==> src/hdl/segment_pair_intersection_assert.svh <==
// assertion macros for the segment pair intersection block
// expects i_clk and i_rst_n in the module that uses them
`ifndef SEGMENT_PAIR_INTERSECTION_ASSERT_SVH
`define SEGMENT_PAIR_INTERSECTION_ASSERT_SVH

// same-cycle implication
`define SPI_ASSERT_IMP(lbl, ante, cons) \
    lbl: assert property (@(posedge i_clk) disable iff (!i_rst_n) (ante) |-> (cons)) \
        else $error("spi assertion failed");

// next-cycle implication
`define SPI_ASSERT_NXT(lbl, ante, cons) \
    lbl: assert property (@(posedge i_clk) disable iff (!i_rst_n) (ante) |=> (cons)) \
        else $error("spi assertion failed");

`endif

==> src/hdl/spi_pkg.sv <==
// shared types and constants for the segment pair intersection block
// command and status structs between controller and datapath; no dependencies
`default_nettype none

package spi_pkg;

    localparam int CFG_IDX_W = 8;
    localparam int MAG_W     = 64;
    localparam int QUOT_W    = 62;
    localparam int DIV_STEPS = MAG_W + 32;
    localparam int WIDE_LAST = 8;

    localparam logic [CFG_IDX_W-1:0] CFG_PAR_TOL = CFG_IDX_W'(0);
    localparam logic [CFG_IDX_W-1:0] CFG_HIT_TOL = CFG_IDX_W'(1);

    localparam logic [31:0] PAR_TOL_RST = 32'd42950;
    localparam logic [31:0] HIT_TOL_RST = 32'd429;

    localparam logic [QUOT_W-1:0] QUOT_CAP = {1'b1, {(QUOT_W-1){1'b0}}};

    typedef enum logic [3:0] {
        PR_N1, PR_N2, PR_NG, PR_CM1, PR_CM2,
        PR_DET, PR_NUM0, PR_NUM1, PR_DOTG, PR_DOTS
    } t_pair;

    typedef enum logic [1:0] {WD_CMSQ, WD_TSQ, WD_TN, WD_FULL} t_wide;

    typedef enum logic [1:0] {CO_U0, CO_U1, CO_Q0, CO_COL} t_coord;

    typedef enum logic [2:0] {
        KIND_NONE     = 3'd0,
        KIND_LINE     = 3'd1,
        KIND_SEG      = 3'd2,
        KIND_PAR_LINE = 3'd3,
        KIND_PAR_SEG  = 3'd4
    } t_kind;

    typedef enum logic [1:0] {
        PLACE_BEGIN   = 2'd0,
        PLACE_INSIDE  = 2'd1,
        PLACE_END     = 2'd2,
        PLACE_OUTSIDE = 2'd3
    } t_place;

    typedef struct packed {
        logic   pair_go;
        t_pair  pair_id;
        logic   wide_go;
        t_wide  wide_id;
        logic   div_go;
        logic   div_by_det;
        t_coord coord_op;
        logic   emit;
        t_kind  kind;
    } t_cmd;

    typedef struct packed {
        logic pair_done;
        logic wide_done;
        logic div_done;
        logic n1_zero;
        logic det_zero;
        logic tilt_ge;
        logic tilt_le;
        logic rng0;
        logic rng1;
        logic span;
        logic out_free;
    } t_stat;

endpackage

`default_nettype wire

==> src/hdl/spi_ctrl.sv <==
// controller state machine: sequences products, tilt tests, divisions and the result
// drives t_cmd and reads t_stat; uses spi_pkg and the assertion macro header
`default_nettype none

`include "segment_pair_intersection_assert.svh"

module spi_ctrl import spi_pkg::*; (
    input  logic  i_clk,
    input  logic  i_rst_n,
    input  logic  i_in_valid,
    output logic  o_in_ready,
    input  t_stat i_stat,
    output t_cmd  o_cmd
);

    typedef enum logic [4:0] {
        S_IDLE, S_N1, S_N2, S_N1CHK, S_CM1,
        S_TCM, S_TTS, S_TTN, S_TFULL, S_TCHK,
        S_DET, S_DETCHK, S_NUM0, S_DIV0, S_NUM1, S_DIV1, S_JNP,
        S_NG, S_CM2, S_DOTG, S_DIVG, S_DOTS, S_DIVS, S_JCOL,
        S_EMIT
    } t_state;

    t_state r_state;
    t_state op_next;
    logic   r_wait;
    logic   r_col;
    t_kind  r_kind;
    logic   is_op;
    logic   op_done;

    always_comb begin
        o_cmd   = '0;
        is_op   = 1'b1;
        op_done = i_stat.pair_done;
        op_next = S_IDLE;
        unique case (r_state)
            S_N1:   begin o_cmd.pair_id = PR_N1;   op_next = S_N2;    end
            S_N2:   begin o_cmd.pair_id = PR_N2;   op_next = S_N1CHK; end
            S_CM1:  begin o_cmd.pair_id = PR_CM1;  op_next = S_TCM;   end
            S_DET:  begin o_cmd.pair_id = PR_DET;  op_next = S_DETCHK; end
            S_NUM0: begin o_cmd.pair_id = PR_NUM0; op_next = S_DIV0;  end
            S_NUM1: begin o_cmd.pair_id = PR_NUM1; op_next = S_DIV1;  end
            S_NG:   begin o_cmd.pair_id = PR_NG;   op_next = S_CM2;   end
            S_CM2:  begin o_cmd.pair_id = PR_CM2;  op_next = S_TCM;   end
            S_DOTG: begin o_cmd.pair_id = PR_DOTG; op_next = S_DIVG;  end
            S_DOTS: begin o_cmd.pair_id = PR_DOTS; op_next = S_DIVS;  end
            S_TCM:   begin o_cmd.wide_id = WD_CMSQ; op_next = S_TTS;   end
            S_TTS:   begin o_cmd.wide_id = WD_TSQ;  op_next = S_TTN;   end
            S_TTN:   begin o_cmd.wide_id = WD_TN;   op_next = S_TFULL; end
            S_TFULL: begin o_cmd.wide_id = WD_FULL; op_next = S_TCHK;  end
            S_DIV0: begin
                o_cmd.div_by_det = 1'b1;
                o_cmd.coord_op   = CO_U0;
                op_next          = S_NUM1;
            end
            S_DIV1: begin
                o_cmd.div_by_det = 1'b1;
                o_cmd.coord_op   = CO_U1;
                op_next          = S_JNP;
            end
            S_DIVG: begin o_cmd.coord_op = CO_Q0;  op_next = S_DOTS; end
            S_DIVS: begin o_cmd.coord_op = CO_COL; op_next = S_JCOL; end
            default: is_op = 1'b0;
        endcase

        unique case (r_state)
            S_TCM, S_TTS, S_TTN, S_TFULL: begin
                o_cmd.wide_go = !r_wait;
                op_done       = i_stat.wide_done;
            end
            S_DIV0, S_DIV1, S_DIVG, S_DIVS: begin
                o_cmd.div_go = !r_wait;
                op_done      = i_stat.div_done;
            end
            S_EMIT: begin
                o_cmd.emit = i_stat.out_free;
                o_cmd.kind = r_kind;
            end
            default: o_cmd.pair_go = is_op && !r_wait;
        endcase
    end

    assign o_in_ready = (r_state == S_IDLE);

    always_ff @(posedge i_clk) begin
        if (!i_rst_n) begin
            r_state <= S_IDLE;
            r_wait  <= 1'b0;
            r_col   <= 1'b0;
            r_kind  <= KIND_NONE;
        end else if (is_op) begin
            if (!r_wait) begin
                r_wait <= 1'b1;
            end else if (op_done) begin
                r_wait  <= 1'b0;
                r_state <= op_next;
            end
        end else begin
            unique case (r_state)
                S_IDLE: begin
                    if (i_in_valid) begin
                        r_col   <= 1'b0;
                        r_state <= S_N1;
                    end
                end
                S_N1CHK: begin
                    if (i_stat.n1_zero) begin
                        r_kind  <= KIND_NONE;
                        r_state <= S_EMIT;
                    end else begin
                        r_state <= S_CM1;
                    end
                end
                S_TCHK: begin
                    if (!r_col) begin
                        if (i_stat.tilt_ge) begin
                            r_state <= S_DET;
                        end else begin
                            r_col   <= 1'b1;
                            r_state <= S_NG;
                        end
                    end else if (i_stat.tilt_le) begin
                        r_state <= S_DOTG;
                    end else begin
                        r_kind  <= KIND_NONE;
                        r_state <= S_EMIT;
                    end
                end
                S_DETCHK: begin
                    if (i_stat.det_zero) begin
                        r_kind  <= KIND_NONE;
                        r_state <= S_EMIT;
                    end else begin
                        r_state <= S_NUM0;
                    end
                end
                S_JNP: begin
                    if (!i_stat.rng1) r_kind <= KIND_NONE;
                    else if (i_stat.rng0) r_kind <= KIND_SEG;
                    else r_kind <= KIND_LINE;
                    r_state <= S_EMIT;
                end
                S_JCOL: begin
                    r_kind  <= (i_stat.rng0 || i_stat.rng1 || i_stat.span)
                               ? KIND_PAR_SEG : KIND_PAR_LINE;
                    r_state <= S_EMIT;
                end
                S_EMIT: begin
                    if (i_stat.out_free) r_state <= S_IDLE;
                end
                default: r_state <= S_IDLE;
            endcase
        end
    end

    `SPI_ASSERT_IMP(a_one_cmd, 1'b1, $onehot0({o_cmd.pair_go, o_cmd.wide_go, o_cmd.div_go, o_cmd.emit}))
    `SPI_ASSERT_IMP(a_div_nonzero, o_cmd.div_go, (o_cmd.div_by_det ? !i_stat.det_zero : !i_stat.n1_zero))
    `SPI_ASSERT_NXT(a_emit_idle, o_cmd.emit, (r_state == S_IDLE))

endmodule

`default_nettype wire

==> config.mk <==
export PLATFORM = sky130hd
export DESIGN_NAME = spi_ctrl
export DESIGN_NICKNAME = d
export VERILOG_FILES = /design/src/hdl/spi_pkg.sv /design/src/hdl/spi_ctrl.sv
export VERILOG_INCLUDE_DIRS = /design/src /design/src/hdl
export SDC_FILE = /design/constraint.sdc
export NUM_CORES = 1
export LEC_CHECK = 0
export ABC_CLOCK_PERIOD_IN_PS = 2550
export BUFFER_PORTS_ARGS = -buffer_cell sky130_fd_sc_hd__buf_2
export CORE_ASPECT_RATIO = 0.7
export CORE_MARGIN = 3
export CORE_UTILIZATION = 35
export CTS_CLUSTER_SIZE = 24
export DETAILED_ROUTE_END_ITERATION = 10
export PLACE_DENSITY = 0.57
export SYNTH_ARGS = -nofsm -noshare
export SYNTH_HDL_FRONTEND = slang
export SYNTH_SLANG_ARGS = --single-unit
==> constraint.sdc <==
create_clock -name i_clk -period 2.55 [get_ports i_clk]
set_input_delay 0.51 -clock i_clk [delete_from_list [all_inputs] [get_ports i_clk]]
set_output_delay 0.51 -clock i_clk [all_outputs]
set_load 0.1 [all_outputs]
### Yosys cells after proc, flatten, opt, wreduce, memory -nomap -nowiden

Cells that the tools add are included.
W data, S select, Z words.

| operators by class | value |
|---|---|
| eq/ne operators | 33 |
| mux-type cells | 36 |
| bitwise operators | 1 |
| reduce and logical (&&, ||, !) cells | 17 |

Operators with widths:

| kind | count |
|---|---|
| $pmux W5 S17 | 1 |
| $eq A5 B5 Y1 const B | 9 |
| $mux W5 | 9 |
| $eq A5 B4 Y1 const B | 8 |
| $pmux W4 S9 | 1 |
| $pmux W5 S6 | 1 |
| $eq A5 B3 Y1 const B | 4 |
| $reduce_or A18 Y1 | 1 |
| $mux W3 | 5 |
| $pmux W3 S5 | 1 |
| $ne A2 B2 Y1 const B | 6 |
| $pmux W2 S3 | 2 |
| $eq A5 B2 Y1 const B | 2 |
| $mux W1 | 10 |
| $reduce_or A9 Y1 | 1 |
| $mux W4 | 2 |
| $reduce_or A4 Y1 | 2 |
| $reduce_and A6 Y1 | 1 |
| $reduce_or A2 Y1 | 3 |
| $eq A5 B1 Y1 const B | 1 |
| $logic_not A5 Y1 | 1 |
| $reduce_bool A5 Y1 | 1 |
| $mux W2 | 2 |
| $pmux W1 S2 | 2 |
| other kinds (10) | 11 |

| storage, ports and cells | value |
|---|---|
| flip-flop bits (word level) | 10 |
| input port bits | 14 |
| word-level logic and storage cells | 91 |

### Logic depth before layout (Yosys ltp)

Gate-level depths: netlist (run 1).

| depth | value |
|---|---|
| word-level depth | 6 |
| gate-level depth with buffers | 8 |
| depth with buffers taken out | 5 |

### Worst setup path before layout (run 1)

No wires, ideal clock.

| timing | value |
|---|---|
| path kind | register to output |
| start | reg r_state[0] |
| end | out o_cmd[4] (netlist bit) |
| arrival time | 4,390 ps |
| setup slack | -2,350 ps |
| cell stages (with the launch flop) | 6 |
| path buffers | 1 |
| cells stage by stage | dfxtp_1 -> buf_2 -> inv_2 -> nor3_1 -> nor2_1 -> nor2b_1 |

RTL lines:

| element | RTL line | text |
|---|---|---|
| start, declared | spi_ctrl.sv:24 | `t_state r_state;` |
| start signal, assigned | spi_ctrl.sv:97 | `r_state <= op_next;` |
| end, declared | spi_ctrl.sv:13 | `output t_cmd o_cmd` |

==> impl_metrics.env, run 1 <==
export IMPL_placementRows=16
export IMPL_vias=1322
export IMPL_grt_pass1_vias=1164
export IMPL_ys_types=48
export IMPL_fmax_mhz=419
export IMPL_postSynthCellCount=166
export IMPL_cp_start_kind="flip-flop"
export IMPL_die_w_microns=74.9
export IMPL_gp_congestion=0.856
export IMPL_n_antenna_cell=0
export IMPL_async_flop_share_pct=0
export IMPL_totalPowerFinal_w=0.00149
export IMPL_io_buffers=30
export IMPL_postCtsSetupRepairBufs=0
export IMPL_antenna_found_initial=0
export IMPL_cts_tree="yes"
export IMPL_detail_route_first_pass_iterations=4
export IMPL_rsz0062_at_grt="false"
export IMPL_place_ws_ns=0.315
export IMPL_dieArea_sq_um=4060
export IMPL_synth_fp_nets=180
export IMPL_path_class="reg2out"
export IMPL_grt_overflow_total=0
export IMPL_tightest_slew_ns=0.681
export IMPL_clk_pin_slew_ns=0.05
export IMPL_die_h_microns=54.2
export IMPL_fin_nets=209
export IMPL_outcome="finished clean"
export IMPL_stdcell_count=230
export IMPL_clock_path_buffers=2
export IMPL_required_ns=2.04
export IMPL_avgRoutedWirePerCell_microns=15.7
export IMPL_vias_per_cell=5.75
export IMPL_netlist_area_sq_um=1160
export IMPL_finalSetupViolCount=0
export IMPL_ys_flop_type="dfxtp_1"
export IMPL_dp_hpwl_microns=2830
export IMPL_avgSynthCellArea_sq_um=7.00
export IMPL_final_area_sq_um=1730
export IMPL_slew_headroom_pct=54.5
export IMPL_fin_crit_sh_pct=93.5
export IMPL_synth_seq_cells=10
export IMPL_drive_above_1_share_pct=36.1
export IMPL_period_minus_slack_ns=2.38
export IMPL_syn_to_final_growth_pct=48.8
export IMPL_ys_top_cells_by_area="dfxtp_1 (17%), nor2b_1 (5.9%), nor2_1 (5.8%), nand2_1 (5.5%), mux2i_1 (5.2%)"
export IMPL_cts_made_buffers=3
export IMPL_h_tree_depth=1
export IMPL_drv_cap=0
export IMPL_ys_warn_count=0
export IMPL_dp_cells=226
export IMPL_initial_core_util_pct=39.0
export IMPL_drc_errors=0
export IMPL_grt_pass1_wl_microns=5900
export IMPL_critPathMaxFanout=18
export IMPL_hp_class="reg2reg"
export IMPL_fillers=275
export IMPL_ant_nets=0
export IMPL_cts_sinks=10
export IMPL_worstSetupEndpointType="output pin"
export IMPL_coreArea_sq_um=2980
export IMPL_leakage_nw=0.695
export IMPL_finalWorstSetupSlack_ns=0.166
export IMPL_totalWireLength_microns=3610
export IMPL_synth_edf_count=0
export IMPL_clock_skew_ns=0.00144
export IMPL_peakVddDrop_uv=382
export IMPL_yosys_area_top_type="dfxtp_1"
export IMPL_crit_arrival_ns=1.87
export IMPL_place_area_sq_um=1670
export IMPL_io_pins=31
export IMPL_grt_total_usage_pct=19.6
export IMPL_slew_violations=0
export IMPL_synth_top_area_share_pct=17.2
export IMPL_cts_root_buf="clkbuf_8"
export IMPL_drtIter0Drc=131
export IMPL_insertion_delay_ns=0.24
export IMPL_grt_max_degree=25
export IMPL_powerDensity_nw_per_um2=862
export IMPL_hold_viol_final=0
export IMPL_yosysSeqAreaShare_pct=17.2
final timing paths:
path	start	end	slack [ns]	cells past startpoint
max reg2reg	r_state[2]	r_state[0]	0.41	6
max	r_state[0]	o_cmd[6]	0.17	3
min	r_kind[0]	r_kind[0]	0.54	2
min reg2reg	r_kind[0]	r_kind[0]	0.54	2
metal layers:
layer | GRT usage (%) | up-vias | wire length, microns
met5 | 0 | - | 0
met4 | 6.51 | 0 | 53
met3 | 4.59 | 6 | 255
met2 | 27.2 | 44 | 1620
met1 | 29.1 | 612 | 1680
li1 | - | 660 | -
metrics by stage:
stage | setup TNS, ns | hold slack, ns | util [%]
5_1_grt | 0 | 0.580 | 58.0
6_report | 0 | 0.542 | 58.0
3_3_place_gp | 0 | 0.522 | 56.1
4_1_cts | 0 | 0.542 | 57.9
2_1_floorplan | -0.00509 | 0.478 | -
3_5_place_dp | 0 | 0.525 | 56.1
cell usage in the layout, fill, tap and decap left out, types with 2 or more instances in the layout:
master / synthesis / final
nor2_1: 18 / 12
nand4_1: 2 / 2
o211a_1: 2 / 2
or2_1: 2 / 2
nand2b_1: 6 / 5
buf_2: 9 / 15
o31ai_1: 3 / 2
o21ai_0: 7 / 7
nand3_1: 5 / 5
nand2_1: 17 / 17
nor2b_1: 11 / 10
and3_2: 0 / 5
buf_4: 0 / 9
nor3_1: 10 / 7
inv_1: 3 / 2
nor2_4: 0 / 2
clkbuf_8: 0 / 4
a21oi_1: 7 / 7
and3_1: 7 / 2
a31oi_1: 4 / 4
inv_2: 1 / 2
dfxtp_1: 10 / 9
nor3_4: 0 / 3
a211oi_1: 2 / 2
xor2_1: 2 / 2
o211ai_1: 2 / 2
nor2_2: 0 / 4
buf_12: 0 / 15
mux2i_1: 6 / 6
timing repair:
action                                  in CTS  in global routing
hold buffers                                 0                  0
endpoints found under the setup margin       0                  2
gates resized for setup                      0                  1
where the power goes:
part,total (W),internal [W],switching [W]
clock network,0.000201,0.000136,0.0000649
registers,0.000289,0.000183,0.000107
logic,0.00100,0.000383,0.000617
synthesized netlist by cell type (3+ instances only):
cell type and number:
mux2i_1 6, nand2b_1 6, a21oi_1 7, dfxtp_1 10, nand3_1 5, o21ai_0 7
inv_1 3, and3_1 7, o31ai_1 3, nor3_1 10, nor2_1 18, nand2_1 17
buf_2 9, a31oi_1 4, clkbuf_1 4, nor2b_1 11
final cells by class:
cell class	instances	area, sq um	share of cell area [%]
Multi-Input combinational cell	137	970	56.1
Timing Repair Buffer	39	443	25.6
Clock buffer	4	55.1	3.18
Sequential cell	10	201	11.6
Tap cell	36	45.0	2.60
Inverter	4	15.0	0.868
cells by family (layout without fill, tap and decap cells):
| group | Yosys count | after routing | share of synthesized area [%] |
|---|---|---|---|
| DFF | 10 | 10 | 17.2 |
| and+or+nand+nor | 86 | 86 | 39.4 |
| buffers and inverters | 19 | 47 | 7.75 |
| xor gates and xnor gates | 2 | 2 | 1.51 |
| AOI/OAI and AO/OA | 43 | 43 | 29.0 |
| muxes | 6 | 6 | 5.17 |
worst max-delay path, cell delays in order, from the launching register on:
cell and delay [ns]:
dfxtp_1 0.75, inv_2 0.20, nor3_4 0.21, buf_2 0.47
state kept, by name, indices dropped and copies added (netlist names):
signal	cells
r_state	5
r_wait	1
r_kind	3
r_col	1
No activity file was read; power rests on OpenSTA's default activity.
==> run 2: changes to the inputs <==
Settings changed: ABC_CLOCK_PERIOD_IN_PS 2550 to 2500.
Clock period 2.55 ns to 2.5 ns, I/O delays scaled along.
==> run 2 against run 1 <==
Clock power about the same. Cell count increased by 1.7%. Critical endpoint is now o_in_ready. Power is 3.2% higher. Worst setup slack improved by 0.0034 ns. Highest routed layer unchanged. Non-clock buffer count up 4. Die area is the same. Global-route usage shrank 0.50 points. Sequential power is 12% lower. Combinational power up 8%. Register-to-register slack got worse by 0.08 ns. Flip-flop and latch count unchanged. Clock-buffer cell count is the same.
==> impl_metrics.env, run 2 (synthesized netlist as in run 1, its figures left out) <==
export IMPL_dieArea_sq_um=4060
export IMPL_worstSetupEndpointType="output pin"
export IMPL_place_ws_ns=0.278
export IMPL_initial_core_util_pct=39.0
export IMPL_largest_register="r_state"
export IMPL_period_minus_slack_ns=2.33
export IMPL_syn_to_final_growth_pct=51.8
export IMPL_fmax_mhz=429
export IMPL_antenna_found_initial=0
export IMPL_reg2reg_from="r_state[1]"
export IMPL_detail_route_first_pass_iterations=4
export IMPL_crit_chain="buf_4 > or4_4 > nor2_2 > buf_12"
export IMPL_hold_viol_final=0
export IMPL_drive_above_1_share_pct=37.4
export IMPL_largest_register_ffs=5
export IMPL_gp_congestion=0.927
export IMPL_top_regs="r_state: 5 flops, r_kind: 3 flops"
export IMPL_postCtsSetupRepairBufs=0
export IMPL_hp_class="reg2reg"
export IMPL_hold_buffers=0
export IMPL_slew_headroom_pct=67.7
export IMPL_grt_pass1_vias=1223
export IMPL_dp_hpwl_microns=2950
export IMPL_required_ns=2.00
export IMPL_place_area_sq_um=1710
export IMPL_clock_skew_ns=0.00262
export IMPL_cts_tree="yes"
export IMPL_cts_root_buf="clkbuf_8"
export IMPL_io_buffers=30
export IMPL_tightest_slew_ns=0.488
export IMPL_fin_nets=213
export IMPL_stdcell_count=234
export IMPL_grt_pass1_wl_microns=5890
export IMPL_grt_max_degree=19
export IMPL_n_antenna_cell=0
export IMPL_final_area_sq_um=1760
export IMPL_critPathMaxFanout=17
export IMPL_outcome="finished clean"
export IMPL_grt_total_usage_pct=19.1
export IMPL_clk_pin_slew_ns=0.05
export IMPL_cp_start_kind="flip-flop"
export IMPL_crit_cells=4
export IMPL_io_pins=31
export IMPL_drv_cap=0
export IMPL_path_class="reg2out"
export IMPL_finalSetupTns_ns=0
export IMPL_critical_path_max_stage_delay_ns=0.53
export IMPL_crit_end="o_in_ready"
export IMPL_coreArea_sq_um=2980
export IMPL_peakVddDrop_uv=333
export IMPL_cp_slowest_cell="or4_4"
export IMPL_mostFrequentLayoutCell="nand2_1"
export IMPL_insertion_delay_ns=0.24
export IMPL_crit_arrival_ns=1.83
export IMPL_dp_cells=230
export IMPL_drc_errors=0
export IMPL_slew_violations=0
export IMPL_worstReg2RegEnd="r_state[2]"
export IMPL_whs_ns=0.510
export IMPL_avgRoutedWirePerCell_microns=15.9
export IMPL_clock_path_buffers=2
export IMPL_ant_nets=0
export IMPL_critPathLaunch="r_state[1]"
export IMPL_finalSetupViolCount=0
export IMPL_powerDensity_nw_per_um2=872
export IMPL_vias_per_cell=5.83
export IMPL_r2r_slack_ns=0.33
export IMPL_critPathBufInv=2
export IMPL_cts_sinks=10
export IMPL_finalWorstSetupSlack_ns=0.169
export IMPL_totalWireLength_microns=3720
export IMPL_h_tree_depth=1
export IMPL_final_cell_mix="nand2_1 (17), buf_2 (15), buf_12 (15)"
export IMPL_die_w_microns=74.9
export IMPL_cts_made_buffers=3
export IMPL_ff2ff_path_depth=6
export IMPL_drtIter0Drc=90
export IMPL_grt_overflow_total=0
export IMPL_die_h_microns=54.2
export IMPL_cpLargestDelayFamily="simple AND/OR/NAND/NOR gates"
export IMPL_placementRows=16
export IMPL_rsz0062_at_grt="false"
export IMPL_fin_crit_sh_pct=93.2
export IMPL_vias=1364
export IMPL_leakage_nw=0.716
run 2: how the worst min path moves through the flow:
stage / from / end / cells after the start
finish: r_state[3] / r_state[3] / 2
global placement: r_state[3] / r_state[3] / 2
floorplan: r_kind[0] / r_kind[0] / 2
detailed placement: r_state[3] / r_state[3] / 2
global route: r_state[3] / r_state[3] / 2
CTS: r_state[3] / r_state[3] / 2
run 2: cell type report:
| class | instances | area, sq um |
|---|---|---|
| multi-input combinational | 137 | 975 |
| tap | 36 | 45.0 |
| inverter | 4 | 15.0 |
| fill | 266 | 1220 |
| sequential | 10 | 201 |
| timing repair buffer | 43 | 473 |
| clock buffer | 4 | 55.1 |
run 2: per-stage QoR:
| step | util (%) | power, W |
|---|---|---|
| final | 59.1 | 0.00154 |
| after global placement | 57.3 | 0.00132 |
| after floorplan | - | 0.00106 |
| after CTS | 59.1 | 0.00154 |
| after detailed placement | 57.3 | 0.00133 |
| after global routing | 59.1 | 0.00161 |
run 2: worst reg2reg max path, cell delays in order, from the launching register on:
cell     delay [ns]
dfxtp_1        0.42
buf_4          0.26
or4_4          0.54
nor3_1         0.21
a21oi_1        0.10
a32oi_4        0.33
mux2i_1        0.23
run 2: repair_timing:
item	in CTS	in global routing
gates resized for setup	0	1
hold endpoints to repair	0	0
endpoints found under the setup margin	0	3
run 2: report_power, final:
| group | internal (W) | leakage (nW) | switching, W |
|---|---|---|---|
| registers | 0.000185 | 0.0817 | 0.0000703 |
| clock network | 0.000138 | 0.0288 | 0.0000645 |
| logic | 0.000404 | 0.605 | 0.000676 |
run 2: layer usage:
| metal | routed length [microns] | vias to the layer above | track usage, % |
|---|---|---|---|
| met5 | 0 | - | 0 |
| met4 | 44 | 0 | 4.14 |
| met3 | 215 | 4 | 4.04 |
| met2 | 1580 | 48 | 27.5 |
| met1 | 1880 | 634 | 28.7 |
| li1 | - | 678 | - |
